==> src/rtl/core/rmst_pkg.sv <==
// ----------------------------------------------------------------------------
// rmst_pkg
// Shared types and constants for the region mean-split threshold block.
// ----------------------------------------------------------------------------
package rmst_pkg;

	localparam int PIX_W       = 8;
	localparam int SUM_W       = 32;
	localparam int CNT_W       = 25;
	localparam int DIM_W       = 13;
	localparam int SPAN_W      = 12;
	localparam int CFG_IDX_W   = 3;
	localparam int CFG_DATA_W  = 13;
	localparam int DIV_STEPS_W = $clog2(SUM_W + 1);

	localparam logic [DIV_STEPS_W-1:0] DIV_STEPS = DIV_STEPS_W'(SUM_W);
	localparam logic [PIX_W-1:0]       PIX_MAX   = '1;
	localparam logic [PIX_W-1:0]       PIX_MIN   = '0;

	// register indexes on the config port
	localparam logic [CFG_IDX_W-1:0] REG_INIT_THR   = 3'd0;
	localparam logic [CFG_IDX_W-1:0] REG_FRAME_ROWS = 3'd1;
	localparam logic [CFG_IDX_W-1:0] REG_FRAME_COLS = 3'd2;
	localparam logic [CFG_IDX_W-1:0] REG_ROW_START  = 3'd3;
	localparam logic [CFG_IDX_W-1:0] REG_ROW_SPAN   = 3'd4;
	localparam logic [CFG_IDX_W-1:0] REG_COL_START  = 3'd5;
	localparam logic [CFG_IDX_W-1:0] REG_COL_SPAN   = 3'd6;

	typedef struct packed {
		logic [PIX_W-1:0]  init_thr;
		logic [DIM_W-1:0]  frame_rows;
		logic [DIM_W-1:0]  frame_cols;
		logic [SPAN_W-1:0] row_start;
		logic [SPAN_W-1:0] row_span;
		logic [SPAN_W-1:0] col_start;
		logic [SPAN_W-1:0] col_span;
	} cfg_t;

	typedef enum logic [2:0] {
		ST_MEASURE,
		ST_START_BACK,
		ST_WAIT_BACK,
		ST_START_FORE,
		ST_WAIT_FORE,
		ST_APPLY
	} state_t;

	typedef struct packed {
		logic in_ready;
		logic measure_en;
		logic apply_en;
		logic div_start;
		logic div_sel;    // 0: background class, 1: foreground class
		logic take_back;
		logic take_fore;
	} cmd_t;

	typedef struct packed {
		logic accept;
		logic last;
		logic div_busy;
		logic div_done;
		logic out_free;
	} status_t;

endpackage

==> src/rtl/core/rmst_div.sv <==
// ----------------------------------------------------------------------------
// rmst_div
// Restoring divider, one quotient bit per cycle, for the class means.
// ----------------------------------------------------------------------------
module rmst_div
	import rmst_pkg::*;
(
	input  logic             clk,
	input  logic             arst_n,
	input  logic             start,
	input  logic [SUM_W-1:0] dividend,
	input  logic [CNT_W-1:0] divisor,
	output logic             busy,
	output logic             done,
	output logic [SUM_W-1:0] quotient
);

	logic [CNT_W:0]           rem_q;
	logic [SUM_W-1:0]         quo_q;
	logic [DIV_STEPS_W-1:0]   cnt_q;
	logic                     done_q;
	logic [CNT_W:0]           shifted;
	logic [CNT_W:0]           diff;
	logic                     ge;

	// remainder stays below the divisor, so the shifted value fits CNT_W+1 bits
	assign shifted = {rem_q[CNT_W-1:0], quo_q[SUM_W-1]};
	assign ge      = shifted >= {1'b0, divisor};
	assign diff    = shifted - {1'b0, divisor};

	always_ff @(posedge clk or negedge arst_n) begin
		if (!arst_n) begin
			cnt_q  <= '0;
			done_q <= 1'b0;
		end else begin
			done_q <= (cnt_q == DIV_STEPS_W'(1)) && !start;
			if (start) begin
				cnt_q <= DIV_STEPS;
			end else if (cnt_q != '0) begin
				cnt_q <= cnt_q - DIV_STEPS_W'(1);
			end
		end
	end

	always_ff @(posedge clk) begin
		if (start) begin
			rem_q <= '0;
			quo_q <= dividend;
		end else if (cnt_q != '0) begin
			rem_q <= ge ? diff : shifted;
			quo_q <= {quo_q[SUM_W-2:0], ge};
		end
	end

	assign busy     = cnt_q != '0;
	assign done     = done_q;
	assign quotient = quo_q;

endmodule

==> src/rtl/core/rmst_dp.sv <==
// ----------------------------------------------------------------------------
// rmst_dp
// Datapath: raster position, region test, class sums, means, output register.
// ----------------------------------------------------------------------------
module rmst_dp
	import rmst_pkg::*;
#(
	parameter int MAX_DIM = 4096
) (
	input  logic             clk,
	input  logic             arst_n,
	input  cfg_t             cfg,
	input  cmd_t             cmd,
	output status_t          status,
	input  logic             in_valid,
	input  logic [PIX_W-1:0] pixel_in,
	input  logic             pass_last,
	input  logic             out_ready,
	output logic             out_valid,
	output logic [PIX_W-1:0] pixel_out,
	output logic             frame_done,
	output logic [PIX_W-1:0] threshold_used,
	output logic             empty_class
);

	localparam int IDXW = $clog2(MAX_DIM);
	localparam int CMPW = (IDXW + 1 > DIM_W) ? IDXW + 1 : DIM_W;
	localparam logic [IDXW:0] DIM_LIM = (IDXW+1)'(MAX_DIM);

	logic [IDXW-1:0]  row_q, col_q;
	logic [IDXW:0]    next_row, next_col;
	logic             row_wrap, col_wrap;
	logic             in_region;
	logic             accept;

	logic [SUM_W-1:0] fore_sum_q, back_sum_q;
	logic [CNT_W-1:0] fore_cnt_q, back_cnt_q;
	logic [PIX_W-1:0] back_mean_q;
	logic [PIX_W-1:0] thr_q;
	logic             empty_q;

	logic [SUM_W-1:0] div_dividend;
	logic [CNT_W-1:0] div_divisor;
	logic [SUM_W-1:0] div_quotient;
	logic             div_busy, div_done;
	logic [PIX_W-1:0] mean;
	logic [PIX_W:0]   mean_sum;

	logic             out_valid_q;
	logic [PIX_W-1:0] pix_out_q;
	logic             last_q;
	logic [PIX_W-1:0] thr_out_q;
	logic             empty_out_q;

	assign accept = in_valid & cmd.in_ready;

	// raster position; indexes wrap at the frame size or at MAX_DIM, whichever is smaller
	assign next_col = {1'b0, col_q} + (IDXW+1)'(1);
	assign next_row = {1'b0, row_q} + (IDXW+1)'(1);
	assign col_wrap = (next_col >= DIM_LIM) || (CMPW'(next_col) >= CMPW'(cfg.frame_cols));
	assign row_wrap = (next_row >= DIM_LIM) || (CMPW'(next_row) >= CMPW'(cfg.frame_rows));

	assign in_region = (CMPW'(row_q) >= CMPW'(cfg.row_start)) &&
	                (CMPW'(row_q) <= CMPW'({1'b0, cfg.row_start} + {1'b0, cfg.row_span})) &&
	                (CMPW'(col_q) >= CMPW'(cfg.col_start)) &&
	                (CMPW'(col_q) <= CMPW'({1'b0, cfg.col_start} + {1'b0, cfg.col_span}));

	always_ff @(posedge clk or negedge arst_n) begin
		if (!arst_n) begin
			row_q <= '0;
			col_q <= '0;
		end else if (accept) begin
			if (pass_last) begin
				row_q <= '0;
				col_q <= '0;
			end else if (col_wrap) begin
				col_q <= '0;
				row_q <= row_wrap ? '0 : next_row[IDXW-1:0];
			end else begin
				col_q <= next_col[IDXW-1:0];
			end
		end
	end

	// class accumulation, cleared once the new threshold is taken
	always_ff @(posedge clk or negedge arst_n) begin
		if (!arst_n) begin
			fore_sum_q <= '0;
			back_sum_q <= '0;
			fore_cnt_q <= '0;
			back_cnt_q <= '0;
		end else if (cmd.take_fore) begin
			fore_sum_q <= '0;
			back_sum_q <= '0;
			fore_cnt_q <= '0;
			back_cnt_q <= '0;
		end else if (accept && cmd.measure_en && in_region) begin
			if (pixel_in > cfg.init_thr) begin
				fore_sum_q <= fore_sum_q + SUM_W'(pixel_in);
				fore_cnt_q <= fore_cnt_q + CNT_W'(1);
			end else begin
				back_sum_q <= back_sum_q + SUM_W'(pixel_in);
				back_cnt_q <= back_cnt_q + CNT_W'(1);
			end
		end
	end

	assign div_dividend = cmd.div_sel ? fore_sum_q : back_sum_q;
	assign div_divisor  = cmd.div_sel ? fore_cnt_q : back_cnt_q;

	rmst_div u_div (
		.clk      (clk),
		.arst_n   (arst_n),
		.start    (cmd.div_start),
		.dividend (div_dividend),
		.divisor  (div_divisor),
		.busy     (div_busy),
		.done     (div_done),
		.quotient (div_quotient)
	);

	// empty class reads as mean 0; means above full scale clip
	always_comb begin
		if (div_divisor == '0) begin
			mean = PIX_MIN;
		end else if (|div_quotient[SUM_W-1:PIX_W]) begin
			mean = PIX_MAX;
		end else begin
			mean = div_quotient[PIX_W-1:0];
		end
	end

	assign mean_sum = {1'b0, back_mean_q} + {1'b0, mean};

	always_ff @(posedge clk or negedge arst_n) begin
		if (!arst_n) begin
			thr_q   <= '0;
			empty_q <= 1'b0;
		end else if (cmd.take_back) begin
			empty_q <= (back_cnt_q == '0);
		end else if (cmd.take_fore) begin
			thr_q   <= mean_sum[PIX_W:1];
			empty_q <= empty_q | (fore_cnt_q == '0);
		end
	end

	always_ff @(posedge clk) begin
		if (cmd.take_back) begin
			back_mean_q <= mean;
		end
	end

	// output register
	always_ff @(posedge clk or negedge arst_n) begin
		if (!arst_n) begin
			out_valid_q <= 1'b0;
		end else if (accept && cmd.apply_en) begin
			out_valid_q <= 1'b1;
		end else if (out_ready) begin
			out_valid_q <= 1'b0;
		end
	end

	always_ff @(posedge clk) begin
		if (accept && cmd.apply_en) begin
			if (in_region) begin
				pix_out_q <= (pixel_in > thr_q) ? PIX_MAX : PIX_MIN;
			end else begin
				pix_out_q <= pixel_in;
			end
			last_q      <= pass_last;
			thr_out_q   <= thr_q;
			empty_out_q <= empty_q;
		end
	end

	assign out_valid      = out_valid_q;
	assign pixel_out      = pix_out_q;
	assign frame_done     = last_q;
	assign threshold_used = thr_out_q;
	assign empty_class    = empty_out_q;

	assign status.accept   = accept;
	assign status.last     = pass_last;
	assign status.div_busy = div_busy;
	assign status.div_done = div_done;
	assign status.out_free = !out_valid_q || out_ready;

endmodule

==> src/rtl/core/rmst_ctrl.sv <==
// ----------------------------------------------------------------------------
// rmst_ctrl
// Pass sequencer: measure pass, two mean divisions, apply pass.
// ----------------------------------------------------------------------------
module rmst_ctrl
	import rmst_pkg::*;
(
	input  logic    clk,
	input  logic    arst_n,
	input  status_t status,
	output cmd_t    cmd
);

	state_t state_q, state_d;

	always_ff @(posedge clk or negedge arst_n) begin
		if (!arst_n) begin
			state_q <= ST_MEASURE;
		end else begin
			state_q <= state_d;
		end
	end

	always_comb begin
		state_d = state_q;
		case (state_q)
			ST_MEASURE: begin
				if (status.accept && status.last) state_d = ST_START_BACK;
			end
			ST_START_BACK: state_d = ST_WAIT_BACK;
			ST_WAIT_BACK: begin
				if (status.div_done) state_d = ST_START_FORE;
			end
			ST_START_FORE: state_d = ST_WAIT_FORE;
			ST_WAIT_FORE: begin
				if (status.div_done) state_d = ST_APPLY;
			end
			ST_APPLY: begin
				if (status.accept && status.last) state_d = ST_MEASURE;
			end
			default: state_d = ST_MEASURE;
		endcase
	end

	always_comb begin
		cmd = '0;
		case (state_q)
			ST_MEASURE: begin
				cmd.in_ready   = 1'b1;
				cmd.measure_en = 1'b1;
			end
			ST_START_BACK: begin
				cmd.div_start = 1'b1;
			end
			ST_WAIT_BACK: begin
				cmd.take_back = status.div_done;
			end
			ST_START_FORE: begin
				cmd.div_start = 1'b1;
				cmd.div_sel   = 1'b1;
			end
			ST_WAIT_FORE: begin
				cmd.div_sel   = 1'b1;
				cmd.take_fore = status.div_done;
			end
			ST_APPLY: begin
				cmd.in_ready = status.out_free;
				cmd.apply_en = 1'b1;
			end
			default: cmd = '0;
		endcase
	end

`ifndef ASSERT_OFF
	a_no_input_while_dividing: assert property (@(posedge clk) disable iff (!arst_n)
		(state_q != ST_MEASURE && state_q != ST_APPLY) |-> !cmd.in_ready)
		else $error("input taken while means are computed");

	a_start_runs_divider: assert property (@(posedge clk) disable iff (!arst_n)
		cmd.div_start |=> status.div_busy)
		else $error("divider did not start");

	a_measure_end: assert property (@(posedge clk) disable iff (!arst_n)
		(state_q == ST_MEASURE && status.accept && status.last) |=> state_q == ST_START_BACK)
		else $error("measure pass end missed");

	a_fore_to_apply: assert property (@(posedge clk) disable iff (!arst_n)
		cmd.take_fore |=> (state_q == ST_APPLY && !status.div_busy))
		else $error("apply pass not entered after threshold update");
`endif

endmodule

==> src/rtl/core/roi_mean_split_threshold.sv <==
// ----------------------------------------------------------------------------
// roi_mean_split_threshold
// One mean-split threshold iteration over a rectangular region of a frame.
// ----------------------------------------------------------------------------
//
// Channel   Direction  Handshake             Payload
// s_*       in         s_tvalid / s_tready   tdata: pixel_in; tlast: pass_last
// m_*       out        m_tvalid / m_tready   tdata: pixel_out, threshold_used;
//                                            tlast: frame_done; tuser: empty_class
// cfg_*     in         cfg_valid / cfg_ready cfg_index, cfg_data
//
// Measure pass: one pixel per cycle, no result. Apply pass: one pixel per
// cycle, one result each, held back only by m_tready through the output reg.
// After the last measure pixel the input stalls while two 32-step restoring
// divisions (background then foreground mean) run in one shared divider.
// Reset clears the pass state, sums, counts, threshold and output valid.
// Config writes are always taken (cfg_ready tied high).
//
module roi_mean_split_threshold
	import rmst_pkg::*;
#(
	parameter int MAX_DIM = 4096
) (
	input  logic                  clk,
	input  logic                  arst_n,
	// pixel input
	input  logic                  s_tvalid,
	output logic                  s_tready,
	input  logic [7:0]            s_tdata,   // [7:0] pixel_in
	input  logic                  s_tlast,   // pass_last
	// result output
	output logic                  m_tvalid,
	input  logic                  m_tready,
	output logic [15:0]           m_tdata,   // [7:0] pixel_out, [15:8] threshold_used
	output logic                  m_tlast,   // frame_done
	output logic                  m_tuser,   // [0] empty_class
	// register writes
	input  logic                  cfg_valid,
	output logic                  cfg_ready,
	input  logic [CFG_IDX_W-1:0]  cfg_index,
	input  logic [CFG_DATA_W-1:0] cfg_data
);

	cfg_t             cfg_q;
	cmd_t             cmd;
	status_t          status;
	logic [PIX_W-1:0] pixel_out;
	logic [PIX_W-1:0] threshold_used;

	// register file; unknown indexes are dropped
	assign cfg_ready = 1'b1;

	always_ff @(posedge clk or negedge arst_n) begin
		if (!arst_n) begin
			cfg_q.init_thr   <= 8'd128;
			cfg_q.frame_rows <= 13'd512;
			cfg_q.frame_cols <= 13'd512;
			cfg_q.row_start  <= '0;
			cfg_q.row_span   <= 12'd4095;
			cfg_q.col_start  <= '0;
			cfg_q.col_span   <= 12'd4095;
		end else if (cfg_valid && cfg_ready) begin
			case (cfg_index)
				REG_INIT_THR:   cfg_q.init_thr   <= cfg_data[PIX_W-1:0];
				REG_FRAME_ROWS: cfg_q.frame_rows <= cfg_data[DIM_W-1:0];
				REG_FRAME_COLS: cfg_q.frame_cols <= cfg_data[DIM_W-1:0];
				REG_ROW_START:  cfg_q.row_start  <= cfg_data[SPAN_W-1:0];
				REG_ROW_SPAN:   cfg_q.row_span   <= cfg_data[SPAN_W-1:0];
				REG_COL_START:  cfg_q.col_start  <= cfg_data[SPAN_W-1:0];
				REG_COL_SPAN:   cfg_q.col_span   <= cfg_data[SPAN_W-1:0];
				default: ;
			endcase
		end
	end

	// sequencer
	rmst_ctrl u_ctrl (
		.clk    (clk),
		.arst_n (arst_n),
		.status (status),
		.cmd    (cmd)
	);

	// datapath with the mean divider and output register
	rmst_dp #(
		.MAX_DIM (MAX_DIM)
	) u_dp (
		.clk            (clk),
		.arst_n         (arst_n),
		.cfg            (cfg_q),
		.cmd            (cmd),
		.status         (status),
		.in_valid       (s_tvalid),
		.pixel_in       (s_tdata),
		.pass_last      (s_tlast),
		.out_ready      (m_tready),
		.out_valid      (m_tvalid),
		.pixel_out      (pixel_out),
		.frame_done     (m_tlast),
		.threshold_used (threshold_used),
		.empty_class    (m_tuser)
	);

	assign s_tready = cmd.in_ready;
	assign m_tdata  = {threshold_used, pixel_out};

endmodule

==> config.mk <==
export PLATFORM = sky130hd
export DESIGN_NAME = roi_mean_split_threshold
export DESIGN_NICKNAME = d
export VERILOG_FILES = /design/src/rtl/core/rmst_pkg.sv /design/src/rtl/core/rmst_div.sv /design/src/rtl/core/rmst_dp.sv /design/src/rtl/core/rmst_ctrl.sv /design/src/rtl/core/roi_mean_split_threshold.sv
export SDC_FILE = /design/constraint.sdc
export NUM_CORES = 1
export LEC_CHECK = 0
export BUFFER_PORTS_ARGS = -buffer_cell sky130_fd_sc_hd__buf_2
export CAP_MARGIN = 20
export CORE_ASPECT_RATIO = 1.5
export CORE_MARGIN = 1
export CORE_UTILIZATION = 55
export CTS_CLUSTER_DIAMETER = 150
export DETAILED_ROUTE_END_ITERATION = 12
export HOLD_SLACK_MARGIN = 0.15
export PLACE_DENSITY = 0.76
export SYNTH_ARGS = -nofsm -noshare
export SYNTH_HDL_FRONTEND = slang
export SYNTH_HIERARCHICAL = 1
export SYNTH_SLANG_ARGS = --single-unit
==> constraint.sdc <==
create_clock -name clk -period 10.2 [get_ports clk]
set_input_delay 2.04 -clock clk [delete_from_list [all_inputs] [get_ports clk]]
set_output_delay 2.04 -clock clk [all_outputs]
set_load 0.01 [all_outputs]
; ---- Word-level counts from Yosys, hierarchy flattened
; Index checks and enable logic that the tools add are counted.
; W data, S select, Z words.
[word_totals]
n_memories = 0
ram_bits = 0
regBits = 323
wordCells = 152
output_inout_bits = 21
mem_bits_ro = 0
latch_bits = 0
[classes]
shift = 0
n_bitwise = 3
n_reduce_logical = 40
muxes = 44
eq_ne = 17
n_addsub = 11
n_div = 0
magnitude_cmp = 11
n_mul = 0
[op_table]
columns = operator, count
row1 = $mux W32, 9
row2 = $mux W25, 8
row3 = $logic_not A25 Y1, 3
row4 = $add A32 B8 Y32, 2
row5 = $mux W12, 5
row6 = $add A25 B1 Y25 const B, 2
row7 = $mux W8, 4
row8 = $add A12 B1 Y13 const B, 2
row9 = $add A12 B12 Y13, 2
row10 = $ge A13 B13 Y1, 2
row11 = $ge A13 B13 Y1 const B, 2
row12 = $ge A26 B25 Y1, 1
row13 = $le A12 B13 Y1, 2
row14 = $sub A25 B25 Y25, 1
row15 = $ge A12 B12 Y1, 2
row16 = $reduce_or A24 Y1, 1
row17 = $reduce_and A2 Y1, 11
row18 = $pmux W3 S6, 1
row19 = $gt A8 B8 Y1, 2
row20 = $eq A3 B3 Y1 const B, 5
row21 = $eq A3 B2 Y1 const B, 4
row22 = $mux W3, 4
row23 = $mux W6, 2
row24 = $reduce_bool A2 Y1, 6
row25 = 18 further kinds, 43

; ---- Longest topological paths before layout
[logic_depth]
ltp_word = 8
depth_mapped = 21
depth_no_buf = 18

; ---- Cells and area by module
; Netlist, hierarchy kept.
[by_module_without_submodules]
columns = mod, area_each_um2, cells_each, n_inst
row1 = rmst_dp, 13779.5, 1553, 1
row2 = rmst_div, 4134.0, 435, 1
row3 = roi_mean_split_threshold, 3166.8, 179, 1
row4 = rmst_ctrl, 227.7, 28, 1

; ---- Least setup slack after synthesis
; No wires, ideal clock.
[synth_timing]
path_kind = in2out
from = input m_tready
to = output s_tready
stages = 3
setup_slack_ns = 5.644
n_path_buf = 0
required_time_ns = 8.160
arrival_ns = 2.516
cell_sequence = nand2b_1 nand3_1 a21oi_1
[synth_via]
elab_chain_cells = 2
[synth_lines]
columns = item, line
row1 = "start, declared", roi_mean_split_threshold.sv:33  ; input logic m_tready,
row2 = $logic_or A1 B1 Y1, rmst_dp.sv:187  ; assign status.out_free = !out_valid_q || out_ready;
row3 = $pmux W1 S2, rmst_ctrl.sv:47  ; case (state_q)
row4 = "end, declared", roi_mean_split_threshold.sv:28  ; output logic s_tready,
; Every way passes these cells.

; ---- Final worst setup path
[layout_timing]
from = register cfg_q[25] in the netlist's numbering
to = register u_dp.fore_sum_q[19]
[layout_via]
elab_chain_cells = 8
[layout_lines]
columns = item, line
row1 = "start, declared", roi_mean_split_threshold.sv:44  ; cfg_t cfg_q;
row2 = $add A12 B12 Y13, rmst_dp.sv:64  ; (CMPW'(row_q) <= CMPW'({1'b0, cfg.row_start} + {1'b0, cfg.row_span})) &&
row3 = $le A12 B13 Y1, rmst_dp.sv:64
row4 = $logic_and A1 B1 Y1, rmst_dp.sv:63  ; assign in_region = (CMPW'(row_q) >= CMPW'(cfg.row_start)) &&
row5 = $logic_and A1 B1 Y1, rmst_dp.sv:64
row6 = $logic_and A1 B1 Y1, rmst_dp.sv:65  ; (CMPW'(col_q) >= CMPW'(cfg.col_start)) &&
row7 = $logic_and A1 B1 Y1, rmst_dp.sv:97  ; end else if (accept && cmd.measure_en && in_region) begin
row8 = $reduce_bool A2 Y1 (no line), -
row9 = $reduce_and A2 Y1 (no line), -
row10 = "end signal, assigned", rmst_dp.sv:99  ; fore_sum_q <= fore_sum_q + SUM_W'(pixel_in);
row11 = "end, declared", rmst_dp.sv:36  ; logic [SUM_W-1:0] fore_sum_q, back_sum_q;
; Every way passes these cells.
; A chain may end at the register's enable or synchronous reset.

==> flow_summary.ini <==
[route]
viasPerCell = 6.22
antenna_left = 0
wl_mm = 52.7
num_vias = 16900
wl_per_cell_microns = 19.4
drc = 0
initialDrtViolationCount = 1132
first_pass_iters = 5

[floorplan]
core_sq_um = 37900
fp-row-count = 87
io_pins = 51
die_height_microns = 243
initial_core_util = 0.562
die_area_sq_um = 39500
die_w_microns = 163

[power_and_ir_drop]
leakage_nw = 9.98
peakVddDrop_mv = 0.134
clock_power_share = 0.384
p_int_w = 0.00242
seqPwrFrac = 0.433
net-switching-power_w = 0.000919
combinationalPowerShare = 0.182
power.density_cell_area_nw_per_um2 = 145
sw_frac_of_total = 0.275

[synth]
synth_nets = 2400
syn-instance-count = 2194
syn_area_sq_um = 21300
synth_area_per_cell_sq_um = 9.71
synth_warnings = 6

[timing]
holdWs_ns = 0.464
fmax_mhz = 180
setup_violations = 0
slew_headroom = 0.289
rsz0062_at_grt = false
slew_viol_final = 0
fin_crit_sh = 0.544
final_hold_viol_count = 0
min_period_ns = 5.55
skew_ns = 0.0243
finalSetupTns_ns = 0
tightest_slew_ns = 1.06

[clocking]
cts.sinks = 323
clockBufferDepth = 3
post_cts_resized = 0
cts.clk_slew.worst_paths_ns = 0.06
tritoncts = built
root_buffer = clkbuf_16
cts_buffers = 35
worst_skew_pair.late_latency_ns = 0.54
hold_buffers = 0
h-tree-depth = 2
cts_setup_buffers = 0

[finish]
final_area_sq_um = 23000
mostFrequentLayoutCell = dfrtp_1
area_growth_pct = 8.03
layout_common_cells = dfrtp_1 (213), ha_1 (170), mux2_2 (159)
drive_gt1_frac = 0.163
multi_input_area_sq_um = 12000
regArea_sq_um = 8280
antenna_cells = 0
fillers = 3114
nets = 2408

[grt]
overflow = 0
grt_pass1_vias = 17100
grt_pass1_wl_mm = 85.8
antenna_found_initial = 0
grt_usage = 0.270
grt_max_degree = 130

[critical_path]
cp_data_required_time_ns = 10.62
cp-start-kind = flop
crit_start = cfg_q[25]$_DFFE_PN1P_
worstSetupPathType = reg -> reg
r2r-start = cfg_q[25]$_DFFE_PN1P_
reg2reg_slack_ns = 4.65
arrival_ns = 5.98
cp-end-kind = flop
r2r_end = u_dp/fore_sum_q[19]$_DFFE_PN0P_
endpoint = u_dp/fore_sum_q[19]$_DFFE_PN0P_
worstRegToRegCells = 17
critPathMaxFanout = 22

[min_path]
hold_depth = 0
hp-class = reg -> reg

[placement]
dpl_cell_area_sq_um = 21900
numPortBuffers = 49
place.gp.congestion = 0.911
dp_hpwl_mm = 37.9

[status]
status = complete, no violations

[flow_run]
max-cap-violations = 0
==> worst min-delay path by stage <==
stage / start / endpoint / slack, ns
after detailed placement: u_dp/thr_q[7]$_DFFE_PN0P_ / u_dp/threshold_used[7]$_DFFE_PP_ / 0.44
after floorplan: u_dp/thr_q[7]$_DFFE_PN0P_ / u_dp/threshold_used[7]$_DFFE_PP_ / 0.42
after global placement: u_dp/thr_q[7]$_DFFE_PN0P_ / u_dp/threshold_used[7]$_DFFE_PP_ / 0.44
after CTS: u_dp/thr_q[7]$_DFFE_PN0P_ / u_dp/threshold_used[7]$_DFFE_PP_ / 0.47
final: u_dp/thr_q[7]$_DFFE_PN0P_ / u_dp/threshold_used[7]$_DFFE_PP_ / 0.46
after global routing: u_dp/empty_q$_DFFE_PN0P_ / u_dp/empty_class$_DFFE_PP_ / 0.47
==> flip-flops by register name (all words and copies together) (netlist names), 12 cells and up <==
signal,cells
u_dp/back_cnt_q,25
u_dp/col_q,12
u_dp/u_div/quotient,32
u_dp/fore_cnt_q,25
u_dp/row_q,12
u_dp/u_div/rem_q,25
u_dp/fore_sum_q,32
u_dp/back_sum_q,32
cfg_q,82
==> metal layers <==
metal / vias to the layer above / GRT usage / routed length [microns] / share of wire
met5: - / 0 / 0 / 0
li1: 8013 / - / - / -
met4: 0 / 0.112 / 2070 / 0.039
met2: 428 / 0.505 / 28100 / 0.53
met3: 128 / 0.0292 / 1930 / 0.037
met1: 8329 / 0.306 / 20600 / 0.39
==> final cells by class <==
class                      instances  share of cell area
tap                              489              0.0266
sequential                       323               0.360
timing repair buffer              61              0.0156
clock inverter                    14             0.00647
multi-input combinational       1628               0.523
clock buffer                      49              0.0434
inverter                         153              0.0250
==> critical path, stage by stage, from the launching register on <==
cell and delay, ns:
dfstp_2 0.54, ha_1 0.23, a21o_1 0.16, a21o_1 0.20, a21oi_1 0.23, o21ai_0 0.24
a211oi_1 0.31, o21bai_1 0.10, a21oi_1 0.20, xor2_1 0.17, ha_1 0.26, and3_1 0.19
a221o_1 0.33, o21ai_1 0.29, o211a_1 0.51, nand3_1 0.65, nor4_1 0.46, mux2_2 0.37
==> per-stage QoR <==
stage | utilization | instances | setup WS, ns | power, W
after floorplan | - | 2194 | 5.64 | 0.00190
after global placement | 0.577 | 2654 | 4.89 | 0.00204
after detailed placement | 0.577 | 2654 | 4.74 | 0.00207
after CTS | 0.607 | 2717 | 4.70 | 0.00336
after global routing | 0.607 | 2717 | 4.23 | 0.00350
final | 0.607 | 2717 | 4.65 | 0.00334
==> power groups by stage <==
stage	Clock, W	Sequential, W	Combinational (W)
finish	0.00128	0.00145	0.000608
global route	0.00136	0.00146	0.000686
CTS	0.00131	0.00145	0.000607
detailed placement	0	0.00147	0.000600
global placement	0	0.00146	0.000572
floorplan	0	0.00145	0.000449
(Power assumes the default switching activity.)
